<file path="config.mk">
export PLATFORM = sky130hd
export DESIGN_NAME = byte_stuffed_frame_decoder_crc16_flat
export DESIGN_NICKNAME = d
export VERILOG_FILES = /design/src/rtl/core/bsfd_pkg.sv /design/src/rtl/core/bsfd_if.sv /design/src/rtl/core/bsfd_front.sv /design/src/rtl/core/bsfd_queue.sv /design/src/rtl/core/bsfd_back.sv /design/src/rtl/core/byte_stuffed_frame_decoder_crc16.sv /design/src/flat_wrapper.sv
export SDC_FILE = /design/constraint.sdc
export NUM_CORES = 1
export LEC_CHECK = 0
export BUFFER_PORTS_ARGS = -buffer_cell sky130_fd_sc_hd__buf_2
export CAP_MARGIN = 20
export CORE_MARGIN = 2
export CORE_UTILIZATION = 45
export DETAILED_ROUTE_END_ITERATION = 16
export GPL_ROUTABILITY_DRIVEN = 0
export PLACE_DENSITY = 0.7
export SETUP_SLACK_MARGIN = 0.5
export SYNTH_ARGS = -nofsm -noshare
export SYNTH_HDL_FRONTEND = slang
export SYNTH_HIERARCHICAL = 1
export SYNTH_SLANG_ARGS = --single-unit
</file>
<file path="constraint.sdc">
create_clock -name clk -period 2.17 [get_ports clk]
set_input_delay 0.217 -clock clk [delete_from_list [all_inputs] [get_ports clk]]
set_output_delay 0.217 -clock clk [all_outputs]
set_load 0.02 [all_outputs]
</file>
<file path="src/rtl/core/bsfd_pkg.sv">
package bsfd_pkg;

  // Framing constants
  localparam logic [7:0] FLAG_DELIM = 8'h7E;
  localparam logic [7:0] FLAG_ESC   = 8'h7D;
  localparam logic [7:0] ESC_XOR    = 8'h20;
  localparam logic [1:0] MIN_FRAME  = 2'd3;
  localparam logic [15:0] CRC_POLY  = 16'h8408;

  // Operations passed from the front end to the back end
  typedef enum logic [1:0] {
    OP_OPEN  = 2'd0,
    OP_DATA  = 2'd1,
    OP_CLOSE = 2'd2,
    OP_MISS  = 2'd3
  } op_t;

  typedef struct packed {
    op_t        op;
    logic [7:0] data;
  } q_entry_t;

  // Status codes of end items
  typedef enum logic [1:0] {
    ST_OK       = 2'd0,
    ST_NO_START = 2'd1,
    ST_SHORT    = 2'd2,
    ST_CRC_ERR  = 2'd3
  } status_t;

  // Front end phase, one-hot
  typedef enum logic [2:0] {
    PH_IDLE = 3'b001,
    PH_MSG  = 3'b010,
    PH_ESC  = 3'b100
  } phase_t;

  // Reflected CRC-16 update over one byte, LSB first
  function automatic logic [15:0] crc_byte(input logic [15:0] c, input logic [7:0] b);
    logic [15:0] v;
    v = c ^ {8'h00, b};
    for (int i = 0; i < 8; i++) begin
      if (v[0]) begin
        v = (v >> 1) ^ CRC_POLY;
      end else begin
        v = v >> 1;
      end
    end
    return v;
  endfunction

endpackage

</file>
<file path="src/rtl/core/bsfd_if.sv">
interface bsfd_in_if;
  logic       valid;
  logic       ready;
  logic [7:0] rx_byte;

  modport source(output valid, output rx_byte, input ready);
  modport sink(input valid, input rx_byte, output ready);
endinterface

interface bsfd_out_if;
  logic       valid;
  logic       ready;
  logic [7:0] out_byte;
  logic       frame_end;
  logic [1:0] status;

  modport source(output valid, output out_byte, output frame_end, output status, input ready);
  modport sink(input valid, input out_byte, input frame_end, input status, output ready);
endinterface

</file>
<file path="src/rtl/core/bsfd_front.sv">
module bsfd_front (
  input  logic                clk,
  input  logic                rst_n,
  bsfd_in_if.sink             in_ch,
  input  logic                q_full,
  output logic                push,
  output bsfd_pkg::q_entry_t  push_entry
);

  bsfd_pkg::phase_t phase_r, phase_nxt;
  logic             accept;

  assign in_ch.ready = !q_full;
  assign accept      = in_ch.valid && !q_full;

  // Classify the raw byte and advance the framing phase
  always_comb begin
    phase_nxt       = phase_r;
    push            = 1'b0;
    push_entry.op   = bsfd_pkg::OP_DATA;
    push_entry.data = in_ch.rx_byte;
    if (accept) begin
      unique case (phase_r)
        bsfd_pkg::PH_MSG: begin
          if (in_ch.rx_byte == bsfd_pkg::FLAG_ESC) begin
            phase_nxt = bsfd_pkg::PH_ESC;
          end else if (in_ch.rx_byte == bsfd_pkg::FLAG_DELIM) begin
            phase_nxt     = bsfd_pkg::PH_IDLE;
            push          = 1'b1;
            push_entry.op = bsfd_pkg::OP_CLOSE;
          end else begin
            push = 1'b1;
          end
        end
        bsfd_pkg::PH_ESC: begin
          phase_nxt       = bsfd_pkg::PH_MSG;
          push            = 1'b1;
          push_entry.data = in_ch.rx_byte ^ bsfd_pkg::ESC_XOR;
        end
        default: begin
          push = 1'b1;
          if (in_ch.rx_byte == bsfd_pkg::FLAG_DELIM) begin
            phase_nxt     = bsfd_pkg::PH_MSG;
            push_entry.op = bsfd_pkg::OP_OPEN;
          end else begin
            phase_nxt     = bsfd_pkg::PH_IDLE;
            push_entry.op = bsfd_pkg::OP_MISS;
          end
        end
      endcase
    end
  end

  always_ff @(posedge clk) begin
    if (!rst_n) begin
      phase_r <= bsfd_pkg::PH_IDLE;
    end else begin
      phase_r <= phase_nxt;
    end
  end

endmodule

</file>
<file path="src/rtl/core/bsfd_queue.sv">
module bsfd_queue #(
  parameter int DEPTH = 2
) (
  input  logic               clk,
  input  logic               rst_n,
  input  logic               push,
  input  bsfd_pkg::q_entry_t push_entry,
  input  logic               pop,
  output logic               full,
  output logic               head_valid,
  output bsfd_pkg::q_entry_t head_entry
);

  localparam int PW = (DEPTH > 1) ? $clog2(DEPTH) : 1;
  localparam int CW = $clog2(DEPTH + 1);
  localparam logic [PW-1:0] LAST = PW'(DEPTH - 1);
  localparam logic [CW-1:0] FULL_CNT = CW'(DEPTH);

  bsfd_pkg::q_entry_t mem_r [DEPTH];
  logic [PW-1:0] wr_ptr_r, wr_ptr_nxt;
  logic [PW-1:0] rd_ptr_r, rd_ptr_nxt;
  logic [CW-1:0] cnt_r, cnt_nxt;
  logic          do_push, do_pop;

  assign full       = (cnt_r == FULL_CNT);
  assign head_valid = (cnt_r != '0);
  assign head_entry = mem_r[rd_ptr_r];
  assign do_push    = push && !full;
  assign do_pop     = pop && head_valid;

  // Advance pointers and fill count
  always_comb begin
    wr_ptr_nxt = wr_ptr_r;
    rd_ptr_nxt = rd_ptr_r;
    cnt_nxt    = cnt_r;
    if (do_push) begin
      wr_ptr_nxt = (wr_ptr_r == LAST) ? '0 : wr_ptr_r + 1'b1;
    end
    if (do_pop) begin
      rd_ptr_nxt = (rd_ptr_r == LAST) ? '0 : rd_ptr_r + 1'b1;
    end
    if (do_push && !do_pop) begin
      cnt_nxt = cnt_r + 1'b1;
    end else if (do_pop && !do_push) begin
      cnt_nxt = cnt_r - 1'b1;
    end
  end

  always_ff @(posedge clk) begin
    if (!rst_n) begin
      wr_ptr_r <= '0;
      rd_ptr_r <= '0;
      cnt_r    <= '0;
    end else begin
      wr_ptr_r <= wr_ptr_nxt;
      rd_ptr_r <= rd_ptr_nxt;
      cnt_r    <= cnt_nxt;
    end
  end

  // Store the entry
  always_ff @(posedge clk) begin
    if (do_push) begin
      mem_r[wr_ptr_r] <= push_entry;
    end
  end

endmodule

</file>
<file path="src/rtl/core/bsfd_back.sv">
module bsfd_back (
  input  logic               clk,
  input  logic               rst_n,
  input  logic               head_valid,
  input  bsfd_pkg::q_entry_t head_entry,
  output logic               pop,
  bsfd_out_if.source         out_ch
);

  logic [15:0] crc_r, crc_nxt;
  logic [7:0]  held0_r, held0_nxt;
  logic [7:0]  held1_r, held1_nxt;
  logic [1:0]  cnt_r, cnt_nxt;
  logic        out_valid_r, out_valid_nxt;
  logic [7:0]  out_byte_r, out_byte_nxt;
  logic        frame_end_r, frame_end_nxt;
  logic [1:0]  status_r, status_nxt;
  logic        step, emit;
  bsfd_pkg::status_t st;

  assign step = head_valid && (!out_valid_r || out_ch.ready);
  assign pop  = step;

  assign out_ch.valid     = out_valid_r;
  assign out_ch.out_byte  = out_byte_r;
  assign out_ch.frame_end = frame_end_r;
  assign out_ch.status    = status_r;

  // Carry out one queued operation
  always_comb begin
    crc_nxt       = crc_r;
    held0_nxt     = held0_r;
    held1_nxt     = held1_r;
    cnt_nxt       = cnt_r;
    emit          = 1'b0;
    out_byte_nxt  = out_byte_r;
    frame_end_nxt = frame_end_r;
    status_nxt    = status_r;
    st            = bsfd_pkg::ST_OK;
    if (step) begin
      unique case (head_entry.op)
        bsfd_pkg::OP_OPEN: begin
          crc_nxt = '0;
          cnt_nxt = '0;
        end
        bsfd_pkg::OP_DATA: begin
          crc_nxt = bsfd_pkg::crc_byte(crc_r, head_entry.data);
          if (cnt_r[1]) begin
            emit          = 1'b1;
            out_byte_nxt  = held0_r;
            frame_end_nxt = 1'b0;
            status_nxt    = bsfd_pkg::ST_OK;
            held0_nxt     = held1_r;
            held1_nxt     = head_entry.data;
            cnt_nxt       = 2'd3;
          end else begin
            if (cnt_r[0]) begin
              held1_nxt = head_entry.data;
            end else begin
              held0_nxt = head_entry.data;
            end
            cnt_nxt = cnt_r + 2'd1;
          end
        end
        bsfd_pkg::OP_CLOSE: begin
          if (cnt_r < bsfd_pkg::MIN_FRAME) begin
            st = bsfd_pkg::ST_SHORT;
          end else if (crc_r != '0) begin
            st = bsfd_pkg::ST_CRC_ERR;
          end else begin
            st = bsfd_pkg::ST_OK;
          end
          emit          = 1'b1;
          out_byte_nxt  = '0;
          frame_end_nxt = 1'b1;
          status_nxt    = st;
          cnt_nxt       = '0;
        end
        default: begin
          emit          = 1'b1;
          out_byte_nxt  = '0;
          frame_end_nxt = 1'b1;
          status_nxt    = bsfd_pkg::ST_NO_START;
        end
      endcase
    end
    // Hold the result until taken, load a new one on emit
    if (emit) begin
      out_valid_nxt = 1'b1;
    end else if (out_ch.ready) begin
      out_valid_nxt = 1'b0;
    end else begin
      out_valid_nxt = out_valid_r;
    end
  end

  always_ff @(posedge clk) begin
    if (!rst_n) begin
      crc_r       <= '0;
      cnt_r       <= '0;
      out_valid_r <= 1'b0;
    end else begin
      crc_r       <= crc_nxt;
      cnt_r       <= cnt_nxt;
      out_valid_r <= out_valid_nxt;
    end
  end

  always_ff @(posedge clk) begin
    held0_r     <= held0_nxt;
    held1_r     <= held1_nxt;
    out_byte_r  <= out_byte_nxt;
    frame_end_r <= frame_end_nxt;
    status_r    <= status_nxt;
  end

endmodule

</file>
<file path="src/rtl/core/byte_stuffed_frame_decoder_crc16.sv">
// An accepted item passes through the queue, and its result is held in output registers.
// Accepts one byte per cycle while the queue is not full; the front-end framing FSM and
// the byte-wide CRC update in the back end are joined by a QDEPTH-entry queue.
// Reset (rst_n low, synchronous): framing waits for an opening delimiter, queue
// empties, CRC and hold count clear, output goes invalid. Held data is not cleared.
module byte_stuffed_frame_decoder_crc16 #(
  parameter int QDEPTH = 2
) (
  input  logic        clk,
  input  logic        rst_n,
  bsfd_in_if.sink     in_ch,
  bsfd_out_if.source  out_ch
);

  logic               q_full;
  logic               push;
  bsfd_pkg::q_entry_t push_entry;
  logic               pop;
  logic               head_valid;
  bsfd_pkg::q_entry_t head_entry;

  bsfd_front u_front (
    .clk        (clk),
    .rst_n      (rst_n),
    .in_ch      (in_ch),
    .q_full     (q_full),
    .push       (push),
    .push_entry (push_entry)
  );

  bsfd_queue #(
    .DEPTH (QDEPTH)
  ) u_queue (
    .clk        (clk),
    .rst_n      (rst_n),
    .push       (push),
    .push_entry (push_entry),
    .pop        (pop),
    .full       (q_full),
    .head_valid (head_valid),
    .head_entry (head_entry)
  );

  bsfd_back u_back (
    .clk        (clk),
    .rst_n      (rst_n),
    .head_valid (head_valid),
    .head_entry (head_entry),
    .pop        (pop),
    .out_ch     (out_ch)
  );

endmodule

</file>
<file path="src/flat_wrapper.sv">
// flat-port wrapper written by rule: the top's interface ports become plain ports
module byte_stuffed_frame_decoder_crc16_flat 
#(
  parameter int QDEPTH = 2
)
  (clk, rst_n, in_ch_valid, in_ch_rx_byte, in_ch_ready, out_ch_valid, out_ch_out_byte, out_ch_frame_end, out_ch_status, out_ch_ready);
  bsfd_in_if in_ch_i ();
  bsfd_out_if out_ch_i ();
  input  logic clk;
  input  logic rst_n;
  input wire logic [$bits(in_ch_i.valid)-1:0] in_ch_valid;
  input wire logic [$bits(in_ch_i.rx_byte)-1:0] in_ch_rx_byte;
  output wire logic [$bits(in_ch_i.ready)-1:0] in_ch_ready;
  output wire logic [$bits(out_ch_i.valid)-1:0] out_ch_valid;
  output wire logic [$bits(out_ch_i.out_byte)-1:0] out_ch_out_byte;
  output wire logic [$bits(out_ch_i.frame_end)-1:0] out_ch_frame_end;
  output wire logic [$bits(out_ch_i.status)-1:0] out_ch_status;
  input wire logic [$bits(out_ch_i.ready)-1:0] out_ch_ready;
  assign in_ch_i.valid = in_ch_valid;
  assign in_ch_i.rx_byte = in_ch_rx_byte;
  assign in_ch_ready = in_ch_i.ready;
  assign out_ch_valid = out_ch_i.valid;
  assign out_ch_out_byte = out_ch_i.out_byte;
  assign out_ch_frame_end = out_ch_i.frame_end;
  assign out_ch_status = out_ch_i.status;
  assign out_ch_i.ready = out_ch_ready;
  byte_stuffed_frame_decoder_crc16 #(.QDEPTH(QDEPTH)) u_core (.clk(clk), .rst_n(rst_n), .in_ch(in_ch_i), .out_ch(out_ch_i));
endmodule
</file>
After elaboration in Yosys (flattened, before gate mapping)
Memories as Yosys holds them, arrays and structs flattened. A register that Yosys moved wholly into a read port is not among the register bits. Cells that the tools add are included.

$lt $le $gt $ge: 1. Reduce and logical (&&, ||, !) cells: 26. Muxes and demuxes: 63. Equality and inequality tests: 10. Add/subtract/negate cells: 5. Bitwise operators: 11.

Operators with widths (number): 16-bit two-way mux (22); 8-bit two-way mux (5); 16-bit one-hot mux with 2 select lines (1); 2-bit inverter with 3-bit output (8); 2-bit two-way mux (10); 8-bit by 7-bit equality test with 1-bit output (second input constant) (2); 8-bit one-hot mux with 2 select lines (1); 16-bit nonzero test (1); 16-bit by 8-bit XOR with 16-bit output (1); 1-bit two-way mux (14); 2-bit nonzero test (6); 10-bit two-way mux (1); 3-bit AND reduction (3); 2-bit one-hot mux with 2 select lines (2); 1-bit logical AND (6); 3-bit two-way mux (2); 6-bit two-way mux (1); 2-bit one-hot mux with 3 select lines (1); 3-bit one-hot mux with 2 select lines (1); 2-bit AND reduction (3); 2-bit by 1-bit adder with 2-bit output (second input constant) (2); 2-bit equality test (second input constant) (2); 1-bit zero test (4); 1-bit one-hot mux with 2 select lines (2); other kinds (13) (15).

Register bits after elaboration: 53. Word-level logic and storage cells: 129. Bits in writable memories: 20. Output and inout bits: 13. Input bits: 12. Memories: 1.

Memory list: u_core.u_queue.mem_r (depth 2, width 10, read ports 1, clocked after Yosys merged registers in 1, wr ports 1, RTL line bsfd_queue.sv:19) `bsfd_pkg::q_entry_t mem_r [DEPTH];`.

Logic depth before layout (Yosys ltp)
Word-level depth: 32. Depth in mapped cells: 11. Mapped depth without buffers: 11.

Hierarchy
The synthesis kept the hierarchy.

Modules (own cells, without submodules): bsfd_back (times used 1, cells each 157, seq. area each 1191.1 µm², area an instance 2057.0 µm²); bsfd_queue (times used 1, cells each 57, seq. area each 700.7 µm², area an instance 948.4 µm²); bsfd_front (times used 1, cells each 48, seq. area each 60.1 µm², area an instance 347.8 µm²).

Worst setup path before layout
Ideal clock, no wire load.

Path type: register -> register. From: register (tool-made name). To: register u_core.u_back.frame_end_r (netlist: u_core/u_back/out_ch.frame_end) (enable). Data required time: 1.777 ns. Setup time: 0.393 ns. Stages on the path, launching flop included: 7. Data arrival time: 2.017 ns. Path buffers: 1. Path slack: -0.240 ns. Cell sequence: dfxtp_1 -> buf_2 -> mux2_2 -> ha_1 -> inv_1 -> nor2_1 -> nor3_1.

RTL lines: end signal: assignment (RTL line bsfd_back.sv:113) `frame_end_r <= frame_end_nxt;`; end: declaration (RTL line bsfd_back.sv:16) `logic frame_end_r, frame_end_nxt;`.

Final worst setup path
From: register u_core.u_front.phase_r[2]. To: register u_core.u_front.phase_r[2].

Longest elaborated chain between the ends: 3. Elaborated cells on any way between the ends: 5.

RTL lines: start: declaration (RTL line bsfd_front.sv:10) `bsfd_pkg::phase_t phase_r, phase_nxt;`; start signal: assignment (RTL line bsfd_front.sv:56) `phase_r <= bsfd_pkg::PH_IDLE;`; start signal: assignment (RTL line bsfd_front.sv:58) `phase_r <= phase_nxt;`; 3-bit by 2-bit equality test with 1-bit output (RTL line bsfd_front.sv:23) `unique case (phase_r)`; 3-bit != test (no line); 2-bit AND reduction (no line).

Parallel ways exist; a longest one is shown, timed or not. A chain may end at the register's enable or synchronous reset.

==> summary.txt <==
Die
  • Initial Util: about 46%
  • Number of primary I/O pins: 25
  • Die width: roughly 90 um
  • Area of the core region: roughly 7300 sq um
  • Overall die area: a little over 8000 sq um
  • Height of the die: between 90 and 100 um
  • Number of rows in the core area: 31

Worst setup path
  • CP Data Required Time: about 2.5 ns
  • Critical path class: flip-flop to flip-flop
  • Most used cell along the critical path: sky130_fd_sc_hd__buf_6
  • Critical path cell sequence: or3b_4 > nor3_4 > buf_4 > buf_6 > buf_6 > buf_6 > buf_6 > buf_6 > buf_6 > buf_6 > buf_6 > nand2_2 > a21boi_1
  • CP Max Fanout: 2
  • Data arrival time of the worst path: 2.34 ns
  • Largest incremental delay on the critical path: 0.43 ns
  • Critical path capture point type: flip-flop
  • Standard cell with the maximum stage delay on the critical path: sky130_fd_sc_hd__or3b_4
  • Setup crit start kind: flip-flop

Synthesis
  • YS warnings: 6
  • Cell area after synthesis: ~3400 sq um
  • Count of cell types in the netlist: 48
  • Synthesized area per cell: between 10 and 15 sq um
  • Gate count of the mapped netlist: about 260
  • Syn nets: roughly 280
  • Post-synthesis sequential area ratio: around 58%
  • Number of storage elements in the synthesis netlist: 74

Timing
  • Setup TNS: 0 ns
  • Transition time of the tightest slew-check pin: 0.376 ns
  • Final Cycle Share: 94.5%
  • Setup repair after global routing missed its margin: true
  • Slew Viols, Final: 0
  • Minimum period implied by the final worst setup slack: ~2.1 ns
  • Hold Fails Final Rpt: 0
  • Slew margin rel.: 74.8%
  • Achievable Freq: between 400 and 500 MHz
  • Worst-case clock skew: 0.0116 ns
  • Setup violators final: 0

Layout
  • Share of final-layout standard cells stronger than drive strength 1: around 46%
  • Most common library cell in the layout ignoring fill and taps: sky130_fd_sc_hd__edfxtp_1
  • Synthesis-to-finish area growth: 35.8%
  • Net count, final: approximately 350
  • Most frequent cells in the layout: 47 x sky130_fd_sc_hd__edfxtp_1, 24 x sky130_fd_sc_hd__buf_2, 23 x sky130_fd_sc_hd__buf_4
  • Antenna cells: 0

Clock tree
  • Clock transition at path regs: around 0.080 ns
  • Number of clock buffers inserted by TritonCTS: 9
  • Clock latency reported for the late side of the worst-skew pair: roughly 0.36 ns
  • Root cell of the clock tree: sky130_fd_sc_hd__clkbuf_8
  • H-Tree Depth: 3
  • Clock buffer depth: 2
  • Number of sinks driven by the clock tree: 74
  • CTS tree: yes
  • Quantity of hold-fixing buffers added after cts: 0

Hold path
  • Worst min path class: primary input to flip-flop

Power
  • Overall power of the completed layout: just under 0.007 W
  • Reported leakage power: between 1.5 and 2 nW
  • Areal power density over the cells: around 1500 nW/um^2
  • Peak VDD IR: 923 uV

Drt
  • Post-route DRC violation count: 0
  • Number of antenna-violating nets in the routed design: 0
  • Routed via count: between 2,000 and 2,500
  • Number of detailed-routing iterations run before antenna repair: 4
  • Mean routed wirelength per cell: between 15 and 20 um
  • Drt total wl: between 7000 and 8000 um
  • Starting DRT DRC Count: approximately 120
  • Via density per instance: 5.26

GRT
  • Wire length of the first global-routing pass: around 10,000 um
  • Combined global-route utilization of all metal layers: between 15 and 20%
  • Number of global-route vias before repair: 2,066
  • Maximum number of pins on one net before global-route repair: 19
  • Remaining global-route overflow: 0
  • Number of antenna violations at the first check in global routing: 0

Run status
  • Result of the run: complete, no violations

Place
  • Count of port buffers added during placement: 24
  • Placed wire-length estimate: a little over 4000 um

Run
  • Max-cap check violation count: 0
state kept, by name, summed over array words and instances, names as in the netlist, 2 cells and up, named ones only:
register	count
u_core/u_back/crc_r	16
u_core/u_back/out_ch.out_byte	8
u_core/u_back/held1_r	8
u_core/u_back/held0_r	8
u_core/u_queue/cnt_r	2
u_core/u_back/out_ch.status	2
u_core/u_front/phase_r	3
u_core/u_queue/mem_r	20
u_core/u_back/cnt_r	2
repair_timing:
item	in CTS	in global routing
setup endpoints to repair	67	65
pin swaps	8	20
resized for setup	32	50
buffers inserted	22	15
gates cloned	0	3
cells in the mapped netlist (all sizes together):
cell type | count | area share (%)
or3b | 1 | 0.26
o21a | 1 | 0.22
o221a | 1 | 0.34
nand2 | 9 | 1.0
ha | 5 | 1.9
nor2b | 5 | 0.93
clkbuf | 2 | 0.22
o2111ai | 1 | 0.26
a21boi | 4 | 0.90
xnor2 | 9 | 2.6
inv | 10 | 1.1
and3 | 3 | 0.56
o21ai | 8 | 1.2
o211ai | 1 | 0.37
nand3b | 1 | 0.22
and2 | 13 | 2.4
nor3 | 5 | 0.90
o2bb2ai | 11 | 3.2
and2b | 1 | 0.26
a31oi | 1 | 0.19
or4 | 1 | 0.22
o22ai | 1 | 0.19
or2 | 1 | 0.19
nor4 | 4 | 0.75
a22oi | 5 | 1.1
nand4b | 3 | 0.78
a31o | 1 | 0.26
o31ai | 1 | 0.22
and4b | 2 | 0.60
dfxtp | 27 | 16
mux2 | 18 | 6.0
nand3 | 3 | 0.45
edfxtp | 47 | 42
or3 | 1 | 0.19
buf | 11 | 2.2
xor2 | 20 | 6.1
a21oi | 3 | 0.45
nor2 | 16 | 1.8
nand2b | 3 | 0.63
a41o | 1 | 0.30
and4 | 1 | 0.26
routing by layer:
metal,vias up,wire (um),track usage [%]
met5,-,0,0
met4,0,80,5.64
met3,12,376,5.26
met2,83,3980,27.7
met1,1104,2950,19.5
li1,1079,-,-
final timing paths:
check / start / endpoint / slack [ns] / cells after the start
hold reg to reg: u_core/u_back/crc_r[8] / u_core/u_back/crc_r[8] / 0.51 / 1
setup reg to reg: u_core/u_front/phase_r[2] / u_core/u_front/phase_r[2] / 0.12 / 13
setup / recovery: u_core/u_front/phase_r[2] / u_core/u_front/phase_r[2] / 0.12 / 13
hold / removal: in_ch_rx_byte[7] / u_core/u_queue/mem_r[0][7] / 0.09 / 1
cell type report:
class	count	area [sq um]
clock buffer	9	124
clock inverter	7	100
fill	551	2700
inverter	10	50.0
multi-input combinational	166	1650
sequential	74	1970
tap	99	124
timing repair buffer	68	538
report_power, final:
part,internal (W),leakage [nW],switching [W],total [W]
Sequential,0.00198,0.652,0.000299,0.00228
Clock,0.000657,0.114,0.000533,0.00119
Combinational,0.00164,0.947,0.00167,0.00331
worst max-delay path: cells and delay by family (launching register included):
family          cells  cell delay [ns]
buf+inv             9             0.85
simple gates        3             0.67
flops               1             0.35
compound gates      1             0.12
stage by stage:
| step | utilization, % | cells | hold slack, ns | setup slack [ns] | cell area (sq um) |
|---|---|---|---|---|---|
| 2_1_floorplan | - | 262 | 0.289 | 0.292 | 3460 |
| 3_3_place_gp | 50.4 | 377 | 0.431 | 0.230 | 3650 |
| 3_5_place_dp | 50.4 | 377 | 0.448 | 0.174 | 3650 |
| 4_1_cts | 57.9 | 415 | 0.0713 | 0.224 | 4200 |
| 5_1_grt | 62.8 | 433 | 0.0804 | 0.0734 | 4550 |
| 6_report | 62.8 | 433 | 0.0917 | 0.119 | 4550 |
logic make-up after synthesis:
logic type / synth area share [%]
DFF: 58.2
and+or+nand+nor: 12.4
buffers and inverters: 3.51
adders and majority gates: 1.87
AOI/OAI and AO/OA: 9.25
muxes: 6.04
xor gates and xnor gates: 8.69
(Power assumes the default switching activity.)
